--- src/hw/rtl/md5_chained_random_bits_macros.svh ---
// assertion macros shared by the rtl
`ifndef MD5_CHAINED_RANDOM_BITS_MACROS_SVH
`define MD5_CHAINED_RANDOM_BITS_MACROS_SVH

// implication checked every clock, quiet during reset
`define MCRB_ASSERT_IMP(label, clk, rst_n, ante, cons) \
	label: assert property (@(posedge clk) disable iff (!rst_n) (ante) |-> (cons)) \
		else $error("assertion failed");

// next-cycle implication checked every clock, quiet during reset
`define MCRB_ASSERT_NXT(label, clk, rst_n, ante, cons) \
	label: assert property (@(posedge clk) disable iff (!rst_n) (ante) |=> (cons)) \
		else $error("assertion failed");

`endif

--- src/hw/rtl/mcrb_pkg.sv ---
package mcrb_pkg;

	localparam int unsigned MAX_BITS_DEF = 24;

	// round constants
	function automatic logic [31:0] md5_k(input logic [5:0] i);
		logic [31:0] k;
		begin
			case (i)
				6'd0: k = 32'hd76aa478; 6'd1: k = 32'he8c7b756; 6'd2: k = 32'h242070db;
				6'd3: k = 32'hc1bdceee; 6'd4: k = 32'hf57c0faf; 6'd5: k = 32'h4787c62a;
				6'd6: k = 32'ha8304613; 6'd7: k = 32'hfd469501; 6'd8: k = 32'h698098d8;
				6'd9: k = 32'h8b44f7af; 6'd10: k = 32'hffff5bb1; 6'd11: k = 32'h895cd7be;
				6'd12: k = 32'h6b901122; 6'd13: k = 32'hfd987193; 6'd14: k = 32'ha679438e;
				6'd15: k = 32'h49b40821; 6'd16: k = 32'hf61e2562; 6'd17: k = 32'hc040b340;
				6'd18: k = 32'h265e5a51; 6'd19: k = 32'he9b6c7aa; 6'd20: k = 32'hd62f105d;
				6'd21: k = 32'h02441453; 6'd22: k = 32'hd8a1e681; 6'd23: k = 32'he7d3fbc8;
				6'd24: k = 32'h21e1cde6; 6'd25: k = 32'hc33707d6; 6'd26: k = 32'hf4d50d87;
				6'd27: k = 32'h455a14ed; 6'd28: k = 32'ha9e3e905; 6'd29: k = 32'hfcefa3f8;
				6'd30: k = 32'h676f02d9; 6'd31: k = 32'h8d2a4c8a; 6'd32: k = 32'hfffa3942;
				6'd33: k = 32'h8771f681; 6'd34: k = 32'h6d9d6122; 6'd35: k = 32'hfde5380c;
				6'd36: k = 32'ha4beea44; 6'd37: k = 32'h4bdecfa9; 6'd38: k = 32'hf6bb4b60;
				6'd39: k = 32'hbebfbc70; 6'd40: k = 32'h289b7ec6; 6'd41: k = 32'heaa127fa;
				6'd42: k = 32'hd4ef3085; 6'd43: k = 32'h04881d05; 6'd44: k = 32'hd9d4d039;
				6'd45: k = 32'he6db99e5; 6'd46: k = 32'h1fa27cf8; 6'd47: k = 32'hc4ac5665;
				6'd48: k = 32'hf4292244; 6'd49: k = 32'h432aff97; 6'd50: k = 32'hab9423a7;
				6'd51: k = 32'hfc93a039; 6'd52: k = 32'h655b59c3; 6'd53: k = 32'h8f0ccc92;
				6'd54: k = 32'hffeff47d; 6'd55: k = 32'h85845dd1; 6'd56: k = 32'h6fa87e4f;
				6'd57: k = 32'hfe2ce6e0; 6'd58: k = 32'ha3014314; 6'd59: k = 32'h4e0811a1;
				6'd60: k = 32'hf7537e82; 6'd61: k = 32'hbd3af235; 6'd62: k = 32'h2ad7d2bb;
				default: k = 32'heb86d391;
			endcase
			return k;
		end
	endfunction

	// rotate amounts
	function automatic logic [4:0] md5_s(input logic [5:0] i);
		logic [4:0] s;
		begin
			case ({i[5:4], i[1:0]})
				4'd0: s = 5'd7; 4'd1: s = 5'd12; 4'd2: s = 5'd17; 4'd3: s = 5'd22;
				4'd4: s = 5'd5; 4'd5: s = 5'd9; 4'd6: s = 5'd14; 4'd7: s = 5'd20;
				4'd8: s = 5'd4; 4'd9: s = 5'd11; 4'd10: s = 5'd16; 4'd11: s = 5'd23;
				4'd12: s = 5'd6; 4'd13: s = 5'd10; 4'd14: s = 5'd15;
				default: s = 5'd21;
			endcase
			return s;
		end
	endfunction

endpackage

--- src/hw/rtl/mcrb_md5_core.sv ---
`include "md5_chained_random_bits_macros.svh"

// one md5 round per cycle over a 24-byte message padded into one 64-byte block
module mcrb_md5_core (
	input  logic          clk,
	input  logic          arst_n,
	input  logic          start,
	input  logic [31:0]   seed,
	input  logic [31:0]   serial,
	input  logic [127:0]  prev,
	output logic          done,
	output logic [127:0]  digest
);
	import mcrb_pkg::*;

	localparam logic [31:0] IV_A = 32'h67452301;
	localparam logic [31:0] IV_B = 32'hefcdab89;
	localparam logic [31:0] IV_C = 32'h98badcfe;
	localparam logic [31:0] IV_D = 32'h10325476;

	logic        busy_q;
	logic [5:0]  round_q;
	logic [31:0] a_q, b_q, c_q, d_q;
	logic [31:0] f, mw, sum, rot;
	logic [3:0]  g;
	logic [4:0]  s;

	// message word select
	always_comb begin
		case (round_q[5:4])
			2'd0: g = round_q[3:0];
			2'd1: g = 4'(5 * round_q[3:0] + 1);
			2'd2: g = 4'(3 * round_q[3:0] + 5);
			default: g = 4'(7 * round_q[3:0]);
		endcase
		case (g)
			4'd0: mw = seed;
			4'd1: mw = serial;
			4'd2: mw = prev[31:0];
			4'd3: mw = prev[63:32];
			4'd4: mw = prev[95:64];
			4'd5: mw = prev[127:96];
			4'd6: mw = 32'h00000080;
			4'd14: mw = 32'd192;
			default: mw = 32'd0;
		endcase
	end

	// round function and rotate
	always_comb begin
		case (round_q[5:4])
			2'd0: f = (b_q & c_q) | (~b_q & d_q);
			2'd1: f = (d_q & b_q) | (~d_q & c_q);
			2'd2: f = b_q ^ c_q ^ d_q;
			default: f = c_q ^ (b_q | ~d_q);
		endcase
		s   = md5_s(round_q);
		sum = a_q + f + md5_k(round_q) + mw;
		rot = (sum << s) | (sum >> (6'd32 - {1'b0, s}));
	end

	// round sequencer
	always_ff @(posedge clk or negedge arst_n) begin
		if (!arst_n) begin
			busy_q  <= 1'b0;
			round_q <= '0;
			done    <= 1'b0;
		end else begin
			done <= 1'b0;
			if (start && !busy_q) begin
				busy_q  <= 1'b1;
				round_q <= '0;
			end else if (busy_q) begin
				round_q <= round_q + 6'd1;
				if (round_q == 6'd63) begin
					busy_q <= 1'b0;
					done   <= 1'b1;
				end
			end
		end
	end

	// working state
	always_ff @(posedge clk) begin
		if (start && !busy_q) begin
			a_q <= IV_A; b_q <= IV_B; c_q <= IV_C; d_q <= IV_D;
		end else if (busy_q) begin
			a_q <= d_q; d_q <= c_q; c_q <= b_q; b_q <= b_q + rot;
		end
	end

	assign digest = {d_q + IV_D, c_q + IV_C, b_q + IV_B, a_q + IV_A};

	`MCRB_ASSERT_NXT(a_done_ends, clk, arst_n, done, !busy_q)
	`MCRB_ASSERT_IMP(a_done_idle, clk, arst_n, done, round_q == 6'd0)
	`MCRB_ASSERT_NXT(a_start_busy, clk, arst_n, start && !busy_q, busy_q)

endmodule

--- src/hw/rtl/md5_chained_random_bits.sv ---
// md5 hash-chain random generator. A transaction on the input channel asks for
// func 0 (request_size low bits, at most MAX_BITS) or func 1 (a value below
// request_size); one value comes back per transaction. The bit reservoir takes
// one pool byte per cycle while the pool holds bytes; when the 16-byte pool
// runs dry, one md5 refill runs on the round unit while the fill waits. An
// item passes through the fill with any refills, then for func 1 a multiply
// step, then the output state. The block accepts no item while one is in work
// or its result waits. The user must write seed through the cfg channel only
// while the block is idle; the block itself does not enforce it.
`include "md5_chained_random_bits_macros.svh"

module md5_chained_random_bits #(
	parameter int unsigned MAX_BITS = mcrb_pkg::MAX_BITS_DEF
) (
	input  logic        clk,
	input  logic        arst_n,
	input  logic        in_valid,
	output logic        in_stall,
	input  logic        func,
	input  logic [31:0] request_size,
	output logic        out_valid,
	input  logic        out_stall,
	output logic [31:0] value,
	input  logic        cfg_valid,
	output logic        cfg_ready,
	input  logic [31:0] cfg_data
);
	import mcrb_pkg::*;

	localparam logic [2:0] ST_IDLE = 3'd0;
	localparam logic [2:0] ST_FILL = 3'd1;
	localparam logic [2:0] ST_HASH = 3'd2;
	localparam logic [2:0] ST_MUL  = 3'd3;
	localparam logic [2:0] ST_OUT  = 3'd4;
	localparam logic [5:0] MAXB    = 6'(MAX_BITS);

	logic [2:0]   state_q;
	logic [31:0]  seed_q, serial_q, res_q;
	logic [127:0] pool_q;
	logic [4:0]   ptr_q;
	logic [5:0]   cnt_q, need_q;
	logic         func_q;
	logic [31:0]  req_q, value_q;
	logic         hash_start_q;
	logic         hash_done;
	logic [127:0] hash_digest;
	logic [31:0]  drawn;
	logic [55:0]  prod;
	logic [7:0]   pool_byte;

	assign cfg_ready = 1'b1;
	assign in_stall  = (state_q != ST_IDLE);
	assign out_valid = (state_q == ST_OUT);
	assign value     = value_q;

	assign pool_byte = pool_q[{ptr_q[3:0], 3'b000} +: 8];
	assign drawn     = res_q & ((32'd1 << need_q) - 32'd1);
	assign prod      = 56'(value_q[MAX_BITS-1:0]) * 56'(req_q);

	mcrb_md5_core u_core (
		.clk(clk), .arst_n(arst_n), .start(hash_start_q), .seed(seed_q),
		.serial(serial_q), .prev(pool_q), .done(hash_done), .digest(hash_digest)
	);

	// seed register
	always_ff @(posedge clk or negedge arst_n) begin
		if (!arst_n) seed_q <= '0;
		else if (cfg_valid && cfg_ready) seed_q <= cfg_data;
	end

	// sequencer: fill reservoir a byte at a time, refill pool on demand
	always_ff @(posedge clk or negedge arst_n) begin
		if (!arst_n) begin
			state_q      <= ST_IDLE;
			serial_q     <= '0;
			pool_q       <= '0;
			ptr_q        <= 5'd16;
			res_q        <= '0;
			cnt_q        <= '0;
			need_q       <= '0;
			func_q       <= 1'b0;
			req_q        <= '0;
			value_q      <= '0;
			hash_start_q <= 1'b0;
		end else begin
			hash_start_q <= 1'b0;
			case (state_q)
				ST_IDLE: begin
					if (in_valid) begin
						func_q <= func;
						req_q  <= request_size;
						if (func) need_q <= MAXB;
						else if (request_size > 32'(MAX_BITS)) need_q <= MAXB;
						else need_q <= request_size[5:0];
						state_q <= ST_FILL;
					end
				end
				ST_FILL: begin
					if (cnt_q < need_q) begin
						if (ptr_q[4]) begin
							hash_start_q <= 1'b1;
							state_q      <= ST_HASH;
						end else begin
							res_q <= res_q | (32'(pool_byte) << cnt_q[4:0]);
							ptr_q <= ptr_q + 5'd1;
							cnt_q <= cnt_q + 6'd8;
						end
					end else begin
						res_q   <= res_q >> need_q;
						cnt_q   <= cnt_q - need_q;
						value_q <= drawn;
						state_q <= func_q ? ST_MUL : ST_OUT;
					end
				end
				ST_HASH: begin
					if (hash_done) begin
						pool_q   <= hash_digest;
						serial_q <= serial_q + 32'd1;
						ptr_q    <= '0;
						state_q  <= ST_FILL;
					end
				end
				ST_MUL: begin
					value_q <= 32'(prod[55:MAX_BITS]);
					state_q <= ST_OUT;
				end
				ST_OUT: begin
					if (!out_stall) state_q <= ST_IDLE;
				end
				default: state_q <= ST_IDLE;
			endcase
		end
	end

	// note: ST_MUL uses req_q and drawn from value_q path
	`MCRB_ASSERT_IMP(a_cnt_range, clk, arst_n, 1'b1, cnt_q <= 6'd31)
	`MCRB_ASSERT_IMP(a_ptr_range, clk, arst_n, 1'b1, ptr_q <= 5'd16)
	`MCRB_ASSERT_NXT(a_out_hold, clk, arst_n, out_valid && out_stall, out_valid && $stable(value))

endmodule
--- config.mk ---
export PLATFORM = sky130hd
export DESIGN_NAME = md5_chained_random_bits
export DESIGN_NICKNAME = d
export VERILOG_FILES = /design/src/hw/rtl/mcrb_pkg.sv /design/src/hw/rtl/mcrb_md5_core.sv /design/src/hw/rtl/md5_chained_random_bits.sv
export VERILOG_INCLUDE_DIRS = /design/src /design/src/hw/rtl
export SDC_FILE = /design/constraint.sdc
export NUM_CORES = 2
export LEC_CHECK = 0
export BUFFER_PORTS_ARGS = -buffer_cell sky130_fd_sc_hd__buf_2
export CAP_MARGIN = 30
export CORE_MARGIN = 2
export CORE_UTILIZATION = 66
export CTS_CLUSTER_DIAMETER = 120
export DETAILED_ROUTE_END_ITERATION = 12
export PLACE_DENSITY = 0.82
export SLEW_MARGIN = 30
export SYNTH_ARGS = -nofsm -noshare
export SYNTH_HDL_FRONTEND = slang
export SYNTH_HIERARCHICAL = 1
export SYNTH_SLANG_ARGS = --single-unit
--- constraint.sdc ---
create_clock -name clk -period 14.15 [get_ports clk]
set_clock_uncertainty 0.2 [all_clocks]
set_input_delay 2.83 -clock clk [delete_from_list [all_inputs] [get_ports clk]]
set_output_delay 2.83 -clock clk [all_outputs]
set_load 0.005 [all_outputs]
; Word-level counts from Yosys, hierarchy flattened
; Memory sizes are Yosys's and may differ from the RTL's.
; Index checks and enable logic that the tools add are counted.
[classes]
n_mux = 33
add_sub_neg = 17
shift = 6
order_cmp = 2
reduce_logical = 16
bitwise_logic = 15
multipliers = 4
eq_ne = 22
[op_table]
columns = operator, n
row1 = $pmux 32 s8, 1
row2 = $and 32x32->32, 5
row3 = $or 32x32->32, 5
row4 = $add 32x32->32, 4
row5 = $shiftx 128x8->8, 1
row6 = $mux 32, 3
row7 = $pmux 32 s3, 1
row8 = $xor 32x32->32, 3
row9 = $add 32x32->32 const B, 2
row10 = $not 32->32, 2
row11 = $pmux 32 s2, 1
row12 = $shr 32x6->32, 2
row13 = $mul 24x32->56, 1
row14 = $mux 6, 6
row15 = $add 32x1->32 const B, 1
row16 = $add 32x29->32 const B, 1
row17 = $add 32x31->32 const B, 1
row18 = $gt 32x5->1 const B, 1
row19 = $shl 1x6->32 const A, 1
row20 = $shl 32x5->32, 1
row21 = $shl 8x5->32, 1
row22 = $sub 32x1->32 const B, 1
row23 = $mux 3, 6
row24 = $mux 5, 3
row25 = other kinds (37), 61
[totals]
register_bits = 446
wordCells = 137
memories = 2
mem_bits_ro = 2128
[mem_list]
columns = name, words, width, read_ports, rd_clocked_by_memory_dff, write_ports, line_no
row1 = (name not given), 64, 32, 1, 0, 0, mcrb_pkg.sv:9  ; case (i)
row2 = (name not given), 16, 5, 1, 0, 0, mcrb_pkg.sv:41  ; case ({i[5:4], i[1:0]})

; Depth between registers and ports, before layout
[depth]
ltp_word = 10
depth_mapped = 48
ltp_nobuf = 44

; Cells and area by module
; The synthesis kept the hierarchy.
[modules_own_cells]
columns = module, n_inst, cells_per_inst, seq_area_each_um2, area_each_um2
row1 = md5_chained_random_bits, 1, 4245, 7758.7, 40063.4
row2 = mcrb_md5_core, 1, 3104, 2762.6, 21733.3

; Worst setup path before layout
; OpenSTA, ideal clock, no wires.
[synth_path]
kind = register -> register
from = register u_core.round_q[2]
to = register u_core.b_q[31]
path_buffers = 5
stages_incl_launch_ff = 43
arrival_ps = 10734
required_ps = 13880
slack_ps = 3146
synth_period_minus_slack_ps = 11004
setup_ps = 70
cell_sequence = dfrtp_1 clkbuf_1 inv_1 clkbuf_1 clkbuf_1 ha_1 fa_1 xnor2_1 xnor2_1 a22oi_1 nor2_2 nor3_1 clkbuf_1 a22o_1 a221o_1 a221oi_1 fa_1 fa_1 [... 7 more ...] and2_1 a211o_1 mux4_2 mux4_2 a22oi_1 o211ai_1 ha_1 or4_1 o22ai_2 o221ai_2 a2111oi_2 nor3_1 a41oi_2 o21ai_1 and2_4 o41ai_4 xnor3_1 a21oi_1
[synth_between]
elab_chain_len = 9
word_cells_on_any_way = 22
cone_classes = 5 x add/sub / 3 x mul / 7 x eq/ne / 2 x shift / 2 x mux / 1 x bitwise / 1 x reduce/logical / 1 x memory
[synth_lines]
columns = item, line_no
row1 = from (decl), mcrb_md5_core.sv:22  ; logic [5:0] round_q;
row2 = from (signal assigned), mcrb_md5_core.sv:74  ; round_q <= round_q + 6'd1;
row3 = $mul 2x4->4 or $mul 3x4->4 (tied branches), "mcrb_md5_core.sv:33, mcrb_md5_core.sv:32"
row4 = $add 4x3->4 or $add 4x1->4 (tied branches), "mcrb_md5_core.sv:33, mcrb_md5_core.sv:32"
row5 = $pmux 4 s3, mcrb_md5_core.sv:30  ; case (round_q[5:4])
row6 = $eq 4x4->1 (tied with other cells), mcrb_md5_core.sv:36  ; case (g)
row7 = $pmux 32 s8, mcrb_md5_core.sv:36
row8 = $add 32x32->32 (*), mcrb_md5_core.sv:58  ; sum = a_q + f + md5_k(round_q) + mw;
row9 = $shr 32x6->32 or $shl 32x5->32 (tied branches), mcrb_md5_core.sv:59  ; rot = (sum << s) | (sum >> (6'd32 - {1'b0, s}));
row10 = $or 32x32->32 (*), mcrb_md5_core.sv:59
row11 = $add 32x32->32 (*), mcrb_md5_core.sv:88  ; a_q <= d_q; d_q <= c_q; c_q <= b_q; b_q <= b_q + rot;
row12 = to (signal assigned), mcrb_md5_core.sv:88
row13 = to (decl), mcrb_md5_core.sv:23  ; logic [31:0] a_q, b_q, c_q, d_q;
; Every way passes the cells marked *; elsewhere a longest branch is shown, timed or not.
; A chain may end at the register's enable or synchronous reset.

; Final worst setup path
[layout_path]
from = register u_core.round_q[1]
to = register u_core.b_q[31]
[layout_between]
elab_chain_len = 9
word_cells_on_any_way = 24
cone_classes = 6 x add/sub / 3 x mul / 7 x eq/ne / 2 x shift / 2 x mux / 1 x bitwise / 1 x reduce/logical / 2 x memory
[layout_lines]
columns = item, line_no
row1 = $mul 2x4->4 or $mul 3x4->4 (tied branches), "mcrb_md5_core.sv:33, mcrb_md5_core.sv:32"
row2 = $add 4x3->4 or $add 4x1->4 (tied branches), "mcrb_md5_core.sv:33, mcrb_md5_core.sv:32"
row3 = $pmux 4 s3, mcrb_md5_core.sv:30
row4 = $eq 4x4->1 (tied with other cells), mcrb_md5_core.sv:36
row5 = $pmux 32 s8, mcrb_md5_core.sv:36
row6 = $add 32x32->32, mcrb_md5_core.sv:58
row7 = $shr 32x6->32 or $shl 32x5->32 (tied branches), mcrb_md5_core.sv:59
row8 = $or 32x32->32 (*), mcrb_md5_core.sv:59
row9 = $add 32x32->32 (*), mcrb_md5_core.sv:88
; Marks and branches as above.

==> impl_results.md <==
- Clock tree from TritonCTS: built
- # H-tree levels: 2
- Number of antenna violations at the first check in global routing: 7
- Commonest non-fill, non-tap cells in the layout: sky130_fd_sc_hd__nand2_1, sky130_fd_sc_hd__inv_1, sky130_fd_sc_hd__fa_1
- Critical path arrival: 13.18 ns
- Time the final worst path needs with I/O delays and setup: 12.81 ns
- Launching element type of the critical path: register
- Residual antenna-violating net count after detailed routing: 0
- Cell variety after synth: 106
- Setup slack, reg-to-reg: about 1.3 ns
- Layout cells sized above 1: 9.28%
- Antenna fix cells: 0
- Routed len/inst: 25.5 µm
- Maximum buffer depth of the clock tree: 3
- Crit Reg-Reg Startpoint: u_core/round_q[1]
- Hold path endpoint: req_q[8]
- Number of placed I/O pins: 105
- RSZ-0062 raised after global routing: false
- Required time of the critical path: 14.52 ns
- Number of vias per cell after detailed routing: 6.58
- Register clock-pin slew on the reported worst setup and hold paths: 0.06 ns
- Half-perimeter wire length after detailed placement: roughly 160000 µm
- First-pass iteration count of the detailed router: 9
- Hold_sp: req_q[8]
- Final Wtd Congestion: 1.08
- Number of DRC violations after detailed-routing iteration 0: 6853
- Die area: 96100 µm²
- Number of global-route vias before repair: 54648
- Synthesized flop and latch total: 446
- Warnings, synthesis: 6
- Min setup slack post-route: between 1 and 1.5 ns
- Class of the tightest hold or removal check: register to register
- Depth of the worst register-to-register path: 43
- Average size of a mapped cell: between 8 and 9 µm²
- GR Overflow Total: 0
- Clock sink count: 446
- Skew-Pair Late Insertion Delay: 0.68 ns
- Width of the chip: 310 µm
- Combined area of all synthesized cells: 61800 µm²
- Fin. Hold Viols: 0
- Number of violations of the max-capacitance limit: 0
- Max stage delay on crit path: 0.56 ns
- Post-Route WL: 214000 µm
- Number of I/O port buffers: 103
- Post-CTS setup buffers: 0
- Pin slew with the least headroom to its limit: 1.11 ns
- Pin count of the biggest net entering global routing: 110
- FF-to-FF End: u_core/b_q[31]
- Fmax achieved: 78.1 MHz
- Fraction of registers with async set/reset: slightly above 70%
- Nets in the synthesized netlist: 8425
- Crit share post-route: 90.5%
- Master cell of the clock root buffer: sky130_fd_sc_hd__clkbuf_16
- Post-layout net count: between 8000 and 9000
- Sum Neg Setup Slack: 0 ns
- Floorplan die height: 310 µm
- Area growth, synth to finish: 4.84%
- Setup Crit Path Kind: register to register
- Number of buffers created by CTS: 53
- Type of element capturing the critical path: register
- Synthesized instance count: 7349
- Global-route wire length before repair: around 330000 µm
- Site Rows: 112
- Maximum fanout along the worst path: 23
- Run status: finished, final reports clean
- Most common flop cell mapped by yosys: sky130_fd_sc_hd__dfrtp_1
- Slowest library cell on the worst path: sky130_fd_sc_hd__fa_1
- Seq/Total Area, Yosys: 17.0%
- Resize count post-CTS: 0
- Rel. slew slack: 25.5%
- Number of remaining DRC errors: 0
- Final-report max-slew violation count: 0
- Worst setup timing slack at the placement stage: 1.70 ns
- Total Routing Usage GR: 44.8%
- Number of buffers inserted for hold repair after clock tree synthesis: 0
- Setup Viol. Count Final: 0
- Core area: just over 90000 µm²
- Total vias in the final route: ~55000
- Post-synth EDFFs: 0
- Most frequent standard cell in the layout excluding fill and tap cells: sky130_fd_sc_hd__nand2_1
- Number of cells traversed by the worst hold path: 2
- Post-route core utilization: 69.6%
- Initial standard-cell utilization of the core: 66.4%
final cells by class:
cell class                      instances  area, µm²
Tap cell                             1254       1570
Clock inverter                         22        388
Multi-Input combinational cell       5469      45900
Sequential cell                       446      10600
Inverter                              893       3350
Timing Repair Buffer                  226       1460
Clock buffer                           78       1560
Fill cell                            7315      28300
critical path, delay by kind of cell, from the launching register on:
kind,cells,cell delay [ns]
AOI/OAI and AO/OA,18,4.89
adders and majority gates,6,2.78
and+or+nand+nor,10,2.15
buffers and inverters,5,1.28
xor gates and xnor gates,3,0.69
muxes,1,0.37
DFF,1,0.36
synth_stat cells, drive strengths merged (190+ instances only):
cell / n / area [µm²]
and2: 408 / 2550
fa: 723 / 14500
mux2: 190 / 2140
o21ai: 362 / 1820
xnor2: 227 / 2010
clkbuf: 439 / 1650
nand2: 1060 / 3980
ha: 283 / 3540
inv: 890 / 3340
nor2: 431 / 1620
a21oi: 360 / 1810
dfrtp: 317 / 7930
cell families (layout without fill, tap and decap cells):
family          count (synthesis)  count (layout)  share of synthesized area [%]
buf+inv                      1434            1219                           8.85
other cells                     1               1                        0.00607
flops                         446             446                           17.0
simple gates                 2392            2392                           18.0
xor+xnor                      307             307                           4.43
mux                           348             348                           7.54
fa+ha+maj                    1006            1006                           29.2
compound gates               1415            1415                           15.0
worst max-delay path by stage:
stage / start / end / slack [ns] / cells after the start
floorplan: u_core/round_q[2] / u_core/b_q[31] / 3.15 / 42
global placement: u_core/round_q[1] / u_core/b_q[31] / 2.00 / 43
detailed placement: u_core/round_q[1] / u_core/b_q[31] / 1.70 / 43
CTS: u_core/round_q[1] / u_core/b_q[31] / 1.59 / 43
global route: u_core/round_q[1] / u_core/b_q[31] / 0.67 / 43
finish: u_core/round_q[1] / u_core/b_q[31] / 1.34 / 43
stage by stage:
step                cell area, µm²  hold WS (ns)  std cells
floorplan                    61800         0.245       7349
global route                 64800         0.298       8388
global placement             62800         0.264       8286
detailed placement           62800         0.283       8287
finish                       64800         0.299       8388
CTS                          64800         0.296       8387
state kept, by name (all words and copies together), names as in the netlist:
signal and flops:
pool_q 128, cnt_q 6, seed_q 32, state_q 3
value 32, u_core/round_q 6, u_core/done 1, u_core/c_q 32
u_core/d_q 32, need_q 6, func_q 1, u_core/b_q 32
u_core/a_q 32, serial_q 32, u_core/busy_q 1, hash_start_q 1
ptr_q 5, res_q 32, req_q 32
metal layers:
layer  global-route usage (%)  vias to the layer above  share of wire [%]
met5                        0                        -              0.047
met4                     31.2                       14                8.3
met3                     11.6                      868                 11
met2                     67.6                     3488                 44
met1                     56.4                    27048                 36
li1                         -                    23756                  -
Power is left out: the tool's default activity adds up to more than one toggle a clock period on the data nets, which glitch-free logic cannot reach.
